**src/rtl/core/tsd_pkg.sv**
```systemverilog
`default_nettype none
// ----------------------------------------------------------------------------
// tsd_pkg
// Types, constants and helper functions shared by the text stream decoder.
// ----------------------------------------------------------------------------
package tsd_pkg;

    // input encodings
    typedef enum logic [1:0] {
        ENC_UTF8        = 2'd0,
        ENC_UTF16LE     = 2'd1,
        ENC_UTF16BE     = 2'd2,
        ENC_UNSUPPORTED = 2'd3
    } encoding_t;

    // configuration register indexes
    localparam logic [1:0] REG_ENCODING     = 2'd0;
    localparam logic [1:0] REG_START_OFFSET = 2'd1;
    localparam logic [1:0] REG_START_LINE   = 2'd2;

    // code units
    localparam logic [15:0] REPL_UNIT       = 16'hFFFD;
    localparam logic [15:0] NEWLINE_UNIT    = 16'h000A;
    localparam logic [15:0] HIGH_SURR_FIRST = 16'hD800;
    localparam logic [15:0] HIGH_SURR_LAST  = 16'hDBFF;
    localparam logic [15:0] LOW_SURR_FIRST  = 16'hDC00;
    localparam logic [15:0] LOW_SURR_LAST   = 16'hDFFF;

    // utf-8 code point limits
    localparam logic [20:0] MIN_TWO_BYTE   = 21'h00080;
    localparam logic [20:0] MIN_THREE_BYTE = 21'h00800;
    localparam logic [20:0] MIN_FOUR_BYTE  = 21'h10000;
    localparam logic [20:0] BMP_LAST       = 21'h0FFFF;
    localparam logic [20:0] SURR_FIRST     = 21'h0D800;
    localparam logic [20:0] SURR_LAST      = 21'h0DFFF;

    // utf-8 byte classes
    localparam logic [7:0] ASCII_LIMIT = 8'h80;
    localparam logic [7:0] CONT_MASK   = 8'hC0;
    localparam logic [7:0] CONT_TAG    = 8'h80;
    localparam logic [7:0] LEAD2_MASK  = 8'hE0;
    localparam logic [7:0] LEAD2_TAG   = 8'hC0;
    localparam logic [7:0] LEAD3_MASK  = 8'hF0;
    localparam logic [7:0] LEAD3_TAG   = 8'hE0;
    localparam logic [7:0] LEAD4_MASK  = 8'hF8;
    localparam logic [7:0] LEAD4_TAG   = 8'hF0;

    // line counter
    localparam logic [31:0] LINE_FIRST = 32'd1;
    localparam logic [31:0] LINE_MAX   = 32'hFFFF_FFFF;

    // one result word
    typedef struct packed {
        logic [15:0] code_unit;
        logic [31:0] unit_offset;
        logic [31:0] line_number;
        logic        last_of_run;
    } result_t;

    // up to two result words caused by one input byte
    typedef struct packed {
        logic [1:0] count;
        result_t    first;
        result_t    second;
    } result_pair_t;

    function automatic logic is_high_surrogate(input logic [15:0] unit);
        return (unit >= HIGH_SURR_FIRST) && (unit <= HIGH_SURR_LAST);
    endfunction

    function automatic logic is_low_surrogate(input logic [15:0] unit);
        return (unit >= LOW_SURR_FIRST) && (unit <= LOW_SURR_LAST);
    endfunction

    // byte order of a utf-16 unit
    function automatic logic [15:0] make_unit(input encoding_t enc,
                                              input logic [7:0] first_byte,
                                              input logic [7:0] second_byte);
        if (enc == ENC_UTF16LE)
        begin
            return {second_byte, first_byte};
        end
        return {first_byte, second_byte};
    endfunction

endpackage
`default_nettype wire

```
**src/rtl/core/tsd_decoder.sv**
```systemverilog
`default_nettype none
// ----------------------------------------------------------------------------
// tsd_decoder
// Running decode state, configuration registers and the single-pass decode
// of one byte into at most two result words.
// ----------------------------------------------------------------------------
module tsd_decoder #(
    parameter int OFFSET_BITS = 32
) (
    input  wire logic                 clk,
    input  wire logic                 rst_n,
    input  wire logic                 cfg_write,
    input  wire logic [1:0]           cfg_index,
    input  wire logic [31:0]          cfg_data,
    input  wire logic                 accept,
    input  wire logic [7:0]           byte_in,
    input  wire logic                 end_of_text,
    output tsd_pkg::result_pair_t     pair
);
    import tsd_pkg::*;

    // configuration
    encoding_t               encoding_reg;
    logic [31:0]             start_offset_reg;
    logic [31:0]             start_line_reg;

    // decode state
    logic                    collecting_reg,   collecting_next;
    logic [1:0]              bytes_needed_reg, bytes_needed_next;
    logic [20:0]             partial_reg,      partial_next;
    logic [1:0]              min_class_reg,    min_class_next;
    logic [7:0]              held_byte_reg,    held_byte_next;
    logic [1:0]              held_count_reg,   held_count_next;
    logic [OFFSET_BITS-1:0]  seq_start_reg,    seq_start_next;
    logic [OFFSET_BITS-1:0]  position_reg,     position_next;
    logic [31:0]             line_reg,         line_next;

    // per-byte decode
    logic [OFFSET_BITS-1:0]  pos_prev;
    logic                    is_ascii, is_cont, is_lead2, is_lead3, is_lead4, is_bad_lead;
    logic [1:0]              lead_need;
    logic [1:0]              lead_class;
    logic [20:0]             lead_value;
    logic [20:0]             cont_value;
    logic [20:0]             cont_min;
    logic                    cont_bad;
    logic [15:0]             cont_unit;
    logic [15:0]             pair_unit;
    logic [15:0]             unit_w [2];
    logic [OFFSET_BITS-1:0]  offs_w [2];
    logic [1:0]              count_w;
    logic                    fresh_w;

    // line bookkeeping
    logic                    nl_first, nl_second;
    logic [31:0]             line_inc1, line_inc2, line_second;

    assign pos_prev = position_reg - OFFSET_BITS'(1);

    // utf-8 byte classes
    assign is_ascii    = byte_in < ASCII_LIMIT;
    assign is_cont     = (byte_in & CONT_MASK)  == CONT_TAG;
    assign is_lead2    = (byte_in & LEAD2_MASK) == LEAD2_TAG;
    assign is_lead3    = (byte_in & LEAD3_MASK) == LEAD3_TAG;
    assign is_lead4    = (byte_in & LEAD4_MASK) == LEAD4_TAG;
    assign is_bad_lead = !is_ascii && !is_lead2 && !is_lead3 && !is_lead4;

    // lead byte payload and length
    always_comb
    begin
        lead_need  = 2'd1;
        lead_class = 2'd0;
        lead_value = {16'd0, byte_in[4:0]};
        if (is_lead3)
        begin
            lead_need  = 2'd2;
            lead_class = 2'd1;
            lead_value = {17'd0, byte_in[3:0]};
        end
        else if (is_lead4)
        begin
            lead_need  = 2'd3;
            lead_class = 2'd2;
            lead_value = {18'd0, byte_in[2:0]};
        end
    end

    // continuation byte and range check of a finished sequence
    assign cont_value = {partial_reg[14:0], byte_in[5:0]};
    assign cont_min   = (min_class_reg == 2'd0) ? MIN_TWO_BYTE :
                        (min_class_reg == 2'd1) ? MIN_THREE_BYTE : MIN_FOUR_BYTE;
    assign cont_bad   = (cont_value < cont_min) || (cont_value > BMP_LAST) ||
                        ((cont_value >= SURR_FIRST) && (cont_value <= SURR_LAST));
    assign cont_unit  = cont_bad ? REPL_UNIT : cont_value[15:0];

    // utf-16 unit from the held byte and this one
    assign pair_unit = make_unit(encoding_reg, held_byte_reg, byte_in);

    // decode of one byte
    always_comb
    begin
        count_w           = 2'd0;
        unit_w[0]         = '0;
        unit_w[1]         = '0;
        offs_w[0]         = '0;
        offs_w[1]         = '0;
        fresh_w           = 1'b0;
        collecting_next   = collecting_reg;
        bytes_needed_next = bytes_needed_reg;
        partial_next      = partial_reg;
        min_class_next    = min_class_reg;
        held_byte_next    = held_byte_reg;
        held_count_next   = held_count_reg;
        seq_start_next    = seq_start_reg;

        case (encoding_reg)
            ENC_UTF8:
            begin
                if (collecting_reg)
                begin
                    if (is_cont)
                    begin
                        partial_next      = cont_value;
                        bytes_needed_next = bytes_needed_reg - 2'd1;
                        if (bytes_needed_reg == 2'd1)
                        begin
                            collecting_next = 1'b0;
                            unit_w[0]       = cont_unit;
                            offs_w[0]       = seq_start_reg;
                            count_w         = 2'd1;
                        end
                    end
                    else
                    begin
                        // broken sequence, then the byte starts afresh
                        collecting_next = 1'b0;
                        unit_w[0]       = REPL_UNIT;
                        offs_w[0]       = seq_start_reg;
                        count_w         = 2'd1;
                        fresh_w         = 1'b1;
                    end
                end
                else
                begin
                    fresh_w = 1'b1;
                end

                if (fresh_w)
                begin
                    if (is_ascii || is_bad_lead)
                    begin
                        unit_w[count_w[0]] = is_ascii ? {8'h00, byte_in} : REPL_UNIT;
                        offs_w[count_w[0]] = position_reg;
                        count_w            = count_w + 2'd1;
                    end
                    else
                    begin
                        collecting_next   = 1'b1;
                        bytes_needed_next = lead_need;
                        partial_next      = lead_value;
                        min_class_next    = lead_class;
                        seq_start_next    = position_reg;
                    end
                end

                // flush of an unfinished sequence at end of text
                if (end_of_text && collecting_next)
                begin
                    unit_w[count_w[0]] = REPL_UNIT;
                    offs_w[count_w[0]] = seq_start_next;
                    count_w            = count_w + 2'd1;
                end
            end

            ENC_UTF16LE, ENC_UTF16BE:
            begin
                case (held_count_reg)
                    2'd0:
                    begin
                        held_byte_next  = byte_in;
                        held_count_next = 2'd1;
                        seq_start_next  = position_reg;
                        if (end_of_text)
                        begin
                            held_count_next = 2'd0;
                            unit_w[0]       = REPL_UNIT;
                            offs_w[0]       = position_reg;
                            count_w         = 2'd1;
                        end
                    end
                    2'd1:
                    begin
                        held_count_next = 2'd0;
                        offs_w[0]       = seq_start_reg;
                        if (is_low_surrogate(pair_unit))
                        begin
                            unit_w[0] = REPL_UNIT;
                            count_w   = 2'd1;
                        end
                        else if (is_high_surrogate(pair_unit))
                        begin
                            held_count_next = 2'd2;
                            if (end_of_text)
                            begin
                                held_count_next = 2'd0;
                                unit_w[0]       = REPL_UNIT;
                                count_w         = 2'd1;
                            end
                        end
                        else
                        begin
                            unit_w[0] = pair_unit;
                            count_w   = 2'd1;
                        end
                    end
                    2'd2:
                    begin
                        held_byte_next  = byte_in;
                        held_count_next = 2'd3;
                        if (end_of_text)
                        begin
                            held_count_next = 2'd0;
                            unit_w[0]       = REPL_UNIT;
                            offs_w[0]       = seq_start_reg;
                            unit_w[1]       = REPL_UNIT;
                            offs_w[1]       = pos_prev;
                            count_w         = 2'd2;
                        end
                    end
                    default:
                    begin
                        // high surrogate is answered whatever follows
                        unit_w[0]       = REPL_UNIT;
                        offs_w[0]       = seq_start_reg;
                        count_w         = 2'd1;
                        held_count_next = 2'd0;
                        if (!is_low_surrogate(pair_unit))
                        begin
                            // following unit decoded afresh from its own offset
                            seq_start_next = pos_prev;
                            if (is_high_surrogate(pair_unit))
                            begin
                                held_count_next = 2'd2;
                                if (end_of_text)
                                begin
                                    held_count_next = 2'd0;
                                    unit_w[1]       = REPL_UNIT;
                                    offs_w[1]       = pos_prev;
                                    count_w         = 2'd2;
                                end
                            end
                            else
                            begin
                                unit_w[1] = pair_unit;
                                offs_w[1] = pos_prev;
                                count_w   = 2'd2;
                            end
                        end
                    end
                endcase
            end

            default:
            begin
                unit_w[0] = REPL_UNIT;
                offs_w[0] = position_reg;
                count_w   = 2'd1;
            end
        endcase

        if (end_of_text)
        begin
            collecting_next = 1'b0;
            held_count_next = 2'd0;
        end
    end

    // line numbers of both words and the count left behind
    assign nl_first    = (count_w != 2'd0) && (unit_w[0] == NEWLINE_UNIT);
    assign nl_second   = (count_w == 2'd2) && (unit_w[1] == NEWLINE_UNIT);
    assign line_inc1   = (line_reg == LINE_MAX) ? LINE_MAX : line_reg + 32'd1;
    assign line_inc2   = (line_reg >= LINE_MAX - 32'd1) ? LINE_MAX : line_reg + 32'd2;
    assign line_second = nl_first ? line_inc1 : line_reg;

    always_comb
    begin
        if (end_of_text)
        begin
            line_next = start_line_reg;
        end
        else if (nl_first && nl_second)
        begin
            line_next = line_inc2;
        end
        else if (nl_first || nl_second)
        begin
            line_next = line_inc1;
        end
        else
        begin
            line_next = line_reg;
        end
    end

    assign position_next = end_of_text ? OFFSET_BITS'(start_offset_reg)
                                       : position_reg + OFFSET_BITS'(1);

    // result words handed to the buffer
    always_comb
    begin
        pair.count              = count_w;
        pair.first.code_unit    = unit_w[0];
        pair.first.unit_offset  = 32'(offs_w[0]);
        pair.first.line_number  = line_reg;
        pair.first.last_of_run  = (count_w == 2'd1);
        pair.second.code_unit   = unit_w[1];
        pair.second.unit_offset = 32'(offs_w[1]);
        pair.second.line_number = line_second;
        pair.second.last_of_run = 1'b1;
    end

    // state and configuration registers
    always_ff @(posedge clk or negedge rst_n)
    begin
        if (!rst_n)
        begin
            encoding_reg     <= ENC_UTF8;
            start_offset_reg <= '0;
            start_line_reg   <= LINE_FIRST;
            collecting_reg   <= 1'b0;
            bytes_needed_reg <= '0;
            partial_reg      <= '0;
            min_class_reg    <= '0;
            held_byte_reg    <= '0;
            held_count_reg   <= '0;
            seq_start_reg    <= '0;
            position_reg     <= '0;
            line_reg         <= LINE_FIRST;
        end
        else
        begin
            if (accept)
            begin
                collecting_reg   <= collecting_next;
                bytes_needed_reg <= bytes_needed_next;
                partial_reg      <= partial_next;
                min_class_reg    <= min_class_next;
                held_byte_reg    <= held_byte_next;
                held_count_reg   <= held_count_next;
                seq_start_reg    <= seq_start_next;
                position_reg     <= position_next;
                line_reg         <= line_next;
            end
            if (cfg_write)
            begin
                case (cfg_index)
                    REG_ENCODING:
                    begin
                        encoding_reg   <= encoding_t'(cfg_data[1:0]);
                        collecting_reg <= 1'b0;
                        held_count_reg <= '0;
                    end
                    REG_START_OFFSET:
                    begin
                        start_offset_reg <= cfg_data;
                        position_reg     <= OFFSET_BITS'(cfg_data);
                    end
                    REG_START_LINE:
                    begin
                        // a line number of zero reads as one
                        start_line_reg <= (cfg_data == '0) ? LINE_FIRST : cfg_data;
                        line_reg       <= (cfg_data == '0) ? LINE_FIRST : cfg_data;
                    end
                    default:
                    begin
                        start_offset_reg <= start_offset_reg;
                    end
                endcase
            end
        end
    end

endmodule
`default_nettype wire

```
**src/rtl/core/tsd_result_buffer.sv**
```systemverilog
`default_nettype none
// ----------------------------------------------------------------------------
// tsd_result_buffer
// Two-word result register that takes a pair of words from the decoder and
// hands them out one word at a time.
// ----------------------------------------------------------------------------
module tsd_result_buffer (
    input  wire logic                  clk,
    input  wire logic                  rst_n,
    input  wire logic                  push,
    input  wire tsd_pkg::result_pair_t pair,
    output logic                       in_ready,
    output logic                       out_valid,
    input  wire logic                  out_ready,
    output tsd_pkg::result_t           head
);
    import tsd_pkg::*;

    logic [1:0] count_reg, count_next;
    result_t    head_reg,  head_next;
    result_t    tail_reg,  tail_next;
    logic       pop;

    assign out_valid = (count_reg != 2'd0);
    assign pop       = out_valid && out_ready;
    assign head      = head_reg;

    // room for a full pair once this cycle's word has gone
    assign in_ready = (count_reg == 2'd0) || ((count_reg == 2'd1) && out_ready);

    // next occupancy and contents
    always_comb
    begin
        count_next = count_reg;
        head_next  = head_reg;
        tail_next  = tail_reg;
        if (pop)
        begin
            head_next  = tail_reg;
            count_next = count_reg - 2'd1;
        end
        if (push)
        begin
            head_next  = pair.first;
            tail_next  = pair.second;
            count_next = pair.count;
        end
    end

    // occupancy
    always_ff @(posedge clk or negedge rst_n)
    begin
        if (!rst_n)
        begin
            count_reg <= '0;
        end
        else
        begin
            count_reg <= count_next;
        end
    end

    // word storage
    always_ff @(posedge clk)
    begin
        head_reg <= head_next;
        tail_reg <= tail_next;
    end

endmodule
`default_nettype wire

```
**src/rtl/core/text_stream_decoder.sv**
```systemverilog
`default_nettype none
// ----------------------------------------------------------------------------
// text_stream_decoder
// Decodes a UTF-8 or UTF-16 byte stream into 16-bit BMP code units, each
// tagged with the byte offset where it began and its line number.
// ----------------------------------------------------------------------------
//
//  channel  | handshake              | payload
//  ---------+------------------------+------------------------------------------
//  cfg      | cfg_write              | cfg_index, cfg_data
//  in       | in_valid / in_ready    | byte_in, end_of_text
//  out      | out_valid / out_ready  | code_unit, unit_offset, line_number,
//           |                        | last_of_run
//
//  One byte is taken per cycle while in_ready is high; its first word appears
//  on the output the cycle after. A byte that yields two words fills the
//  two-word result register; the next byte waits while the second word drains.
//  Input is open only when the result register is empty or its one word leaves
//  this cycle, so a word stalled on out_ready holds input off.
//  After reset: UTF-8, start offset 0, start line 1, nothing pending.
//
module text_stream_decoder #(
    parameter int OFFSET_BITS = 32
) (
    input  wire logic        clk,
    input  wire logic        rst_n,
    input  wire logic        cfg_write,
    input  wire logic [1:0]  cfg_index,
    input  wire logic [31:0] cfg_data,
    input  wire logic        in_valid,
    output logic             in_ready,
    input  wire logic [7:0]  byte_in,
    input  wire logic        end_of_text,
    output logic             out_valid,
    input  wire logic        out_ready,
    output logic [15:0]      code_unit,
    output logic [31:0]      unit_offset,
    output logic [31:0]      line_number,
    output logic             last_of_run
);
    import tsd_pkg::*;

    logic         accept;
    result_pair_t pair;
    result_t      head;

    assign accept = in_valid && in_ready;

    // decode state and per-byte logic
    tsd_decoder #(
        .OFFSET_BITS (OFFSET_BITS)
    ) u_decoder (
        .clk         (clk),
        .rst_n       (rst_n),
        .cfg_write   (cfg_write),
        .cfg_index   (cfg_index),
        .cfg_data    (cfg_data),
        .accept      (accept),
        .byte_in     (byte_in),
        .end_of_text (end_of_text),
        .pair        (pair)
    );

    // result register
    tsd_result_buffer u_result_buffer (
        .clk       (clk),
        .rst_n     (rst_n),
        .push      (accept),
        .pair      (pair),
        .in_ready  (in_ready),
        .out_valid (out_valid),
        .out_ready (out_ready),
        .head      (head)
    );

    assign code_unit   = head.code_unit;
    assign unit_offset = head.unit_offset;
    assign line_number = head.line_number;
    assign last_of_run = head.last_of_run;

    // never more than two words for one byte
    assert property (@(posedge clk) disable iff (!rst_n)
        pair.count != 2'd3)
        else $error("decoder produced more than two words for one byte");

    // an empty result register always takes a byte
    assert property (@(posedge clk) disable iff (!rst_n)
        !out_valid |-> in_ready)
        else $error("input held off with empty result register");

    // first word of a pair taken means the second one follows at once
    assert property (@(posedge clk) disable iff (!rst_n)
        (out_valid && out_ready && !last_of_run) |=> out_valid)
        else $error("second word of a pair lost");

    // with output stalled, input is only open when nothing is waiting
    assert property (@(posedge clk) disable iff (!rst_n)
        (in_ready && !out_ready) |-> !out_valid)
        else $error("input open while a stalled word waits");

endmodule
`default_nettype wire

```
**config.mk**
```make
export PLATFORM = sky130hd
export DESIGN_NAME = text_stream_decoder
export DESIGN_NICKNAME = d
export VERILOG_FILES = /design/src/rtl/core/tsd_pkg.sv /design/src/rtl/core/tsd_decoder.sv /design/src/rtl/core/tsd_result_buffer.sv /design/src/rtl/core/text_stream_decoder.sv
export SDC_FILE = /design/constraint.sdc
export NUM_CORES = 1
export LEC_CHECK = 0
export BUFFER_PORTS_ARGS = -buffer_cell sky130_fd_sc_hd__buf_2
export CELL_PAD_IN_SITES_DETAIL_PLACEMENT = 1
export CELL_PAD_IN_SITES_GLOBAL_PLACEMENT = 2
export CORE_MARGIN = 5
export CORE_UTILIZATION = 42
export CTS_CLUSTER_SIZE = 40
export DETAILED_ROUTE_END_ITERATION = 8
export PLACE_DENSITY_LB_ADDON = 0.1
export SLEW_MARGIN = 15
export SYNTH_ARGS = -nofsm -noshare
export SYNTH_HDL_FRONTEND = slang
export SYNTH_HIERARCHICAL = 1
export SYNTH_SLANG_ARGS = --single-unit
```
**constraint.sdc**
```tcl
create_clock -name clk -period 14.1 [get_ports clk]
set_input_delay 2.115 -clock clk [delete_from_list [all_inputs] [get_ports clk]]
set_output_delay 2.115 -clock clk [all_outputs]
set_load 0.02 [all_outputs]
```
After elaboration in Yosys (flattened, before gate mapping) --
Cells that the tools add are included.
Storage, ports and cells: input bits 48, logic and storage cells 242, output and inout port bits 83, bits in registers 361
Operators by class: eq/ne operators 20, mux-type cells 129, add/sub/neg operators 8, order comparisons 14, reductions and logical operators 45, bitwise logic cells 6
Operators with widths (count):
- $mux W32 | 33
- $pmux W32 S2 | 6
- $mux W64 | 5
- $mux W16 | 14
- $mux W81 | 2
- $bwmux W64 | 2
- $mux W21 | 5
- $pmux W16 S2 | 3
- $add A32 B1 Y32 const B | 2
- $demux W32 S1 | 2
- $mux W2 | 28
- $pmux W16 S3 | 1
- $add A32 B2 Y32 const B | 1
- $bwmux W32 | 1
- $demux W16 S1 | 2
- $eq A16 B4 Y1 const B | 2
- $eq A32 B32 Y1 const B | 1
- $ge A16 B16 Y1 const B | 2
- $ge A32 B32 Y1 const B | 1
- $le A16 B16 Y1 const B | 2
- $logic_not A32 Y1 | 1
- $sub A32 B1 Y32 const B | 1
- $or A30 B30 Y30 | 1
- $ge A21 B16 Y1 const B | 1
- 33 further kinds | 103

Logic depth before layout (Yosys ltp) --
word-level depth 27, mapped depth 20, gate-level depth less buffers 16

Hierarchy --
The synthesis kept the hierarchy.
Modules (own cells, without submodules):
- tsd_decoder | times used 1, cells an instance 2197, seq. area each 4807.1 um^2, area an instance 16181.8 um^2
- tsd_result_buffer | times used 1, cells an instance 271, seq. area each 4914.7 um^2, area an instance 6029.5 um^2
- text_stream_decoder | times used 1, cells an instance 1, seq. area each 0.0 um^2, area an instance 6.3 um^2

Worst setup path after synthesis --
Ideal clock, no wire load.
path type input port to flip-flop, from in byte_in[6], to reg u_result_buffer/tail_reg[12] (netlist bit) (data pin), path buffers 4, stages 17, arrival time 6179 ps, path slack 7646 ps, data required time 13825 ps, path through clkbuf_2 -> or3b_2 -> buf_4 -> nand2_1 -> clkinv_1 -> ha_1 -> nor4_1 -> or2_2 -> a221oi_1 -> o21ai_0 -> or4_4 -> nor4_4 -> buf_4 -> inv_1 -> nor2_2 -> buf_2 -> a31oi_1
RTL lines:
- from (decl) | line text_stream_decoder.sv:32 | input wire logic [7:0] byte_in,
- to (signal assigned) | line tsd_result_buffer.sv:67 | tail_reg <= tail_next;
- to (decl) | line tsd_result_buffer.sv:21 | result_t tail_reg, tail_next;

==> metrics.yaml <==
clkTransAtPathRegs_ps: 60
h-tree-depth: 2
port_buffers: 130
placed_area_um2: 23100
wl_mm: 84.7
min_period_over_period: 0.564
max_freq_ghz: 0.126
synth_common_cells: "360 x nand2_1, 192 x dfrtp_1, 178 x clkbuf_1"
p_leak_uw: 0.00980
final_cell_area_um2: 24500
first_global_vias: 20900
crit_chain: "buf_2 > or3b_2 > nand2_1 > clkinv_1 > ha_1 > nor4_2 > buf_4 > or2_2 > a221oi_1 > o21ai_0 > or4_4 > nor4_4 > buf_4 > inv_1 > nor2_2 > a31oi_1"
cts_tree: "built"
critPathRequiredTime_ps: 14400
synth_area_um2: 22200
insertedDiodeCount: 0
drt_iter0_drc: 1715
routedWlPerCell_um: 26.6
maxCapViolCount: 0
synthCells: 2469
clkLatencyLatePin_ps: 590
cp_common_cell: "buf_4"
antenna_left: 0
crit_fanout: 57
synth_fp_nets: 2536
postCtsSetupRepairBufs: 0
synth_top_area_cell: "edfxtp_1"
syn_avg_cell_area_um2: 9.00
ys_top_cells_by_area: "edfxtp_1 22%, dfrtp_1 22%, nand2_1 6.1%"
pre_cts_ws_ps: 5670
cts_buffers: 44
status: "complete, no violations"
synthFlopType: "dfrtp_1"
seq_area_frac_synth: 0.438
dp_hpwl_mm: 57.7
layout.nets: 2530
worst_pin_slew_ps: 1060
slowest_stage: "a221oi_1"
path_class: "input port to flop"
yosys_warnings: 6
synthToLayoutAreaGrowth_pct: 10.5
powerDensity_nw_per_um2: 211
chipHeight_um: 240
start_util: 0.424
end_kind: "flop"
synth-seq-cells: 356
cts_buffer_depth: 3
critPathTopFamily: "simple AND/OR/NAND/NOR gates"
core_area_um2: 52400
ir_worst_vdd_v: 0.000111
ys_types: 94
synth_edf_count: 162
async_reset_ff_frac: 0.545
cts-root-buf: "clkbuf_16"
layout_min_cycle_time_ps: 7950
drt-vias-per-instance: 6.38
critical_path_arrival_ps: 8250
place_congestion: 0.920
finalSetupViolations: 0
grt_setup_unrepaired: "false"
grt_pass1_wl_mm: 130
die_w_um: 240
ioPinCount: 131
grt_use_total: 0.288
rows: 84
cts_sinks: 356
finalMaxSlewViolations: 0
critPathLaunchType: "input port"
fin_ws_ps: 6150
drcViolationCount: 0
slew_headroom: 0.292
min_path_type: "flop to flop"
synth_most_common_cell: "nand2_1"
cts_resized: 0
cp_num_buf_inv: 5
drive_above_1_share: 0.158
yosysTopAreaCellShare: 0.219
cts_hold_buf: 0
skew_ps: 23.5
globalRouteOverflowTotal: 0
via_count: 20300
hold_viol_final: 0
dieArea_um2: 57600
tns_ps: 0
drt_pass1_iterations: 7
fillerInstances: 6038
grt_max_degree: 95
grt_antenna_before_repair: 2
cpPeakStageDelay_ps: 920
==> cell type report <==
class | count | area [um^2] | area share
sequential | 356 | 9720 | 0.396
clock inverter | 18 | 174 | 0.00709
clock buffer | 64 | 1210 | 0.0491
inverter | 64 | 240 | 0.00979
multi-input combinational | 1814 | 11300 | 0.459
timing repair buffer | 183 | 1060 | 0.0434
tap | 688 | 861 | 0.0351
==> metal layers <==
| layer | GRT usage | part of all wire |
|---|---|---|
| met1 | 0.405 | 0.45 |
| met2 | 0.469 | 0.47 |
| met3 | 0.0365 | 0.055 |
| met4 | 0.0841 | 0.028 |
| met5 | 0 | 0.00020 |
==> power by group <==
| part | internal (uW) | leakage [uW] | switching, uW | total [uW] |
|---|---|---|---|---|
| Combinational | 791 | 0.00515 | 1280 | 2070 |
| Sequential | 1550 | 0.00398 | 446 | 2000 |
| Clock | 633 | 0.000668 | 472 | 1110 |
==> tightest hold or removal path, cell delays in order (launching register included) <==
cell and delay, ps:
dfrtp_1 340, nand2_1 50, nand2_1 60
==> cells by family after synthesis <==
family,synth area share
and+or+nand+nor,0.193
adders and majority gates,0.0107
muxes,0.0604
buffers and inverters,0.0584
other,0.000169
xor gates and xnor gates,0.0220
DFF,0.438
AOI/OAI and AO/OA,0.218
==> cells in the final DEF, fill, tap and decap left out, drive strengths merged, types with 23 or more instances in the layout <==
master	count
a222oi	23
nand3	63
nand4	37
a31oi	34
mux2	104
o21ai	152
and3	33
or3	28
nor3	85
nor4	33
clkbuf	65
edfxtp	162
o22a	32
inv	60
xnor2	41
nor2	178
o221ai	41
a22oi	46
a21oi	165
nand2	361
a22o	66
dfrtp	192
buf	182
==> final timing paths <==
path	from	endpoint	slack, ps	cells past startpoint
setup / recovery	byte_in[7]	u_result_buffer/tail_reg[15]$_DFFE_PP_	6150	16
hold / removal	u_decoder/start_line_reg[6]$_DFFE_PN0P_	u_decoder/start_line_reg[6]$_DFFE_PN0P_	480	2
setup reg to reg	u_decoder/bytes_needed_reg[0]$_DFFE_PN0P_	u_result_buffer/tail_reg[15]$_DFFE_PP_	7340	16
hold reg to reg	u_decoder/start_line_reg[6]$_DFFE_PN0P_	u_decoder/start_line_reg[6]$_DFFE_PN0P_	480	2
max in group asynchronous	rst_n	u_decoder/line_reg[2]$_DFF_PN0_	11070	2
min in group asynchronous	rst_n	u_decoder/seq_start_reg[23]$_DFFE_PN0P_	1520	1
==> metrics by stage <==
step / power, uW / cells / utilization / hold WS (ps)
after floorplan: 3320 / 2469 / - / 446
after global placement: 4000 / 3104 / 0.441 / 457
after detailed placement: 4070 / 3104 / 0.441 / 464
after CTS: 5200 / 3186 / 0.468 / 478
after global routing: 5470 / 3187 / 0.468 / 495
final: 5170 / 3187 / 0.468 / 476
No activity file was read; power rests on OpenSTA's default activity.
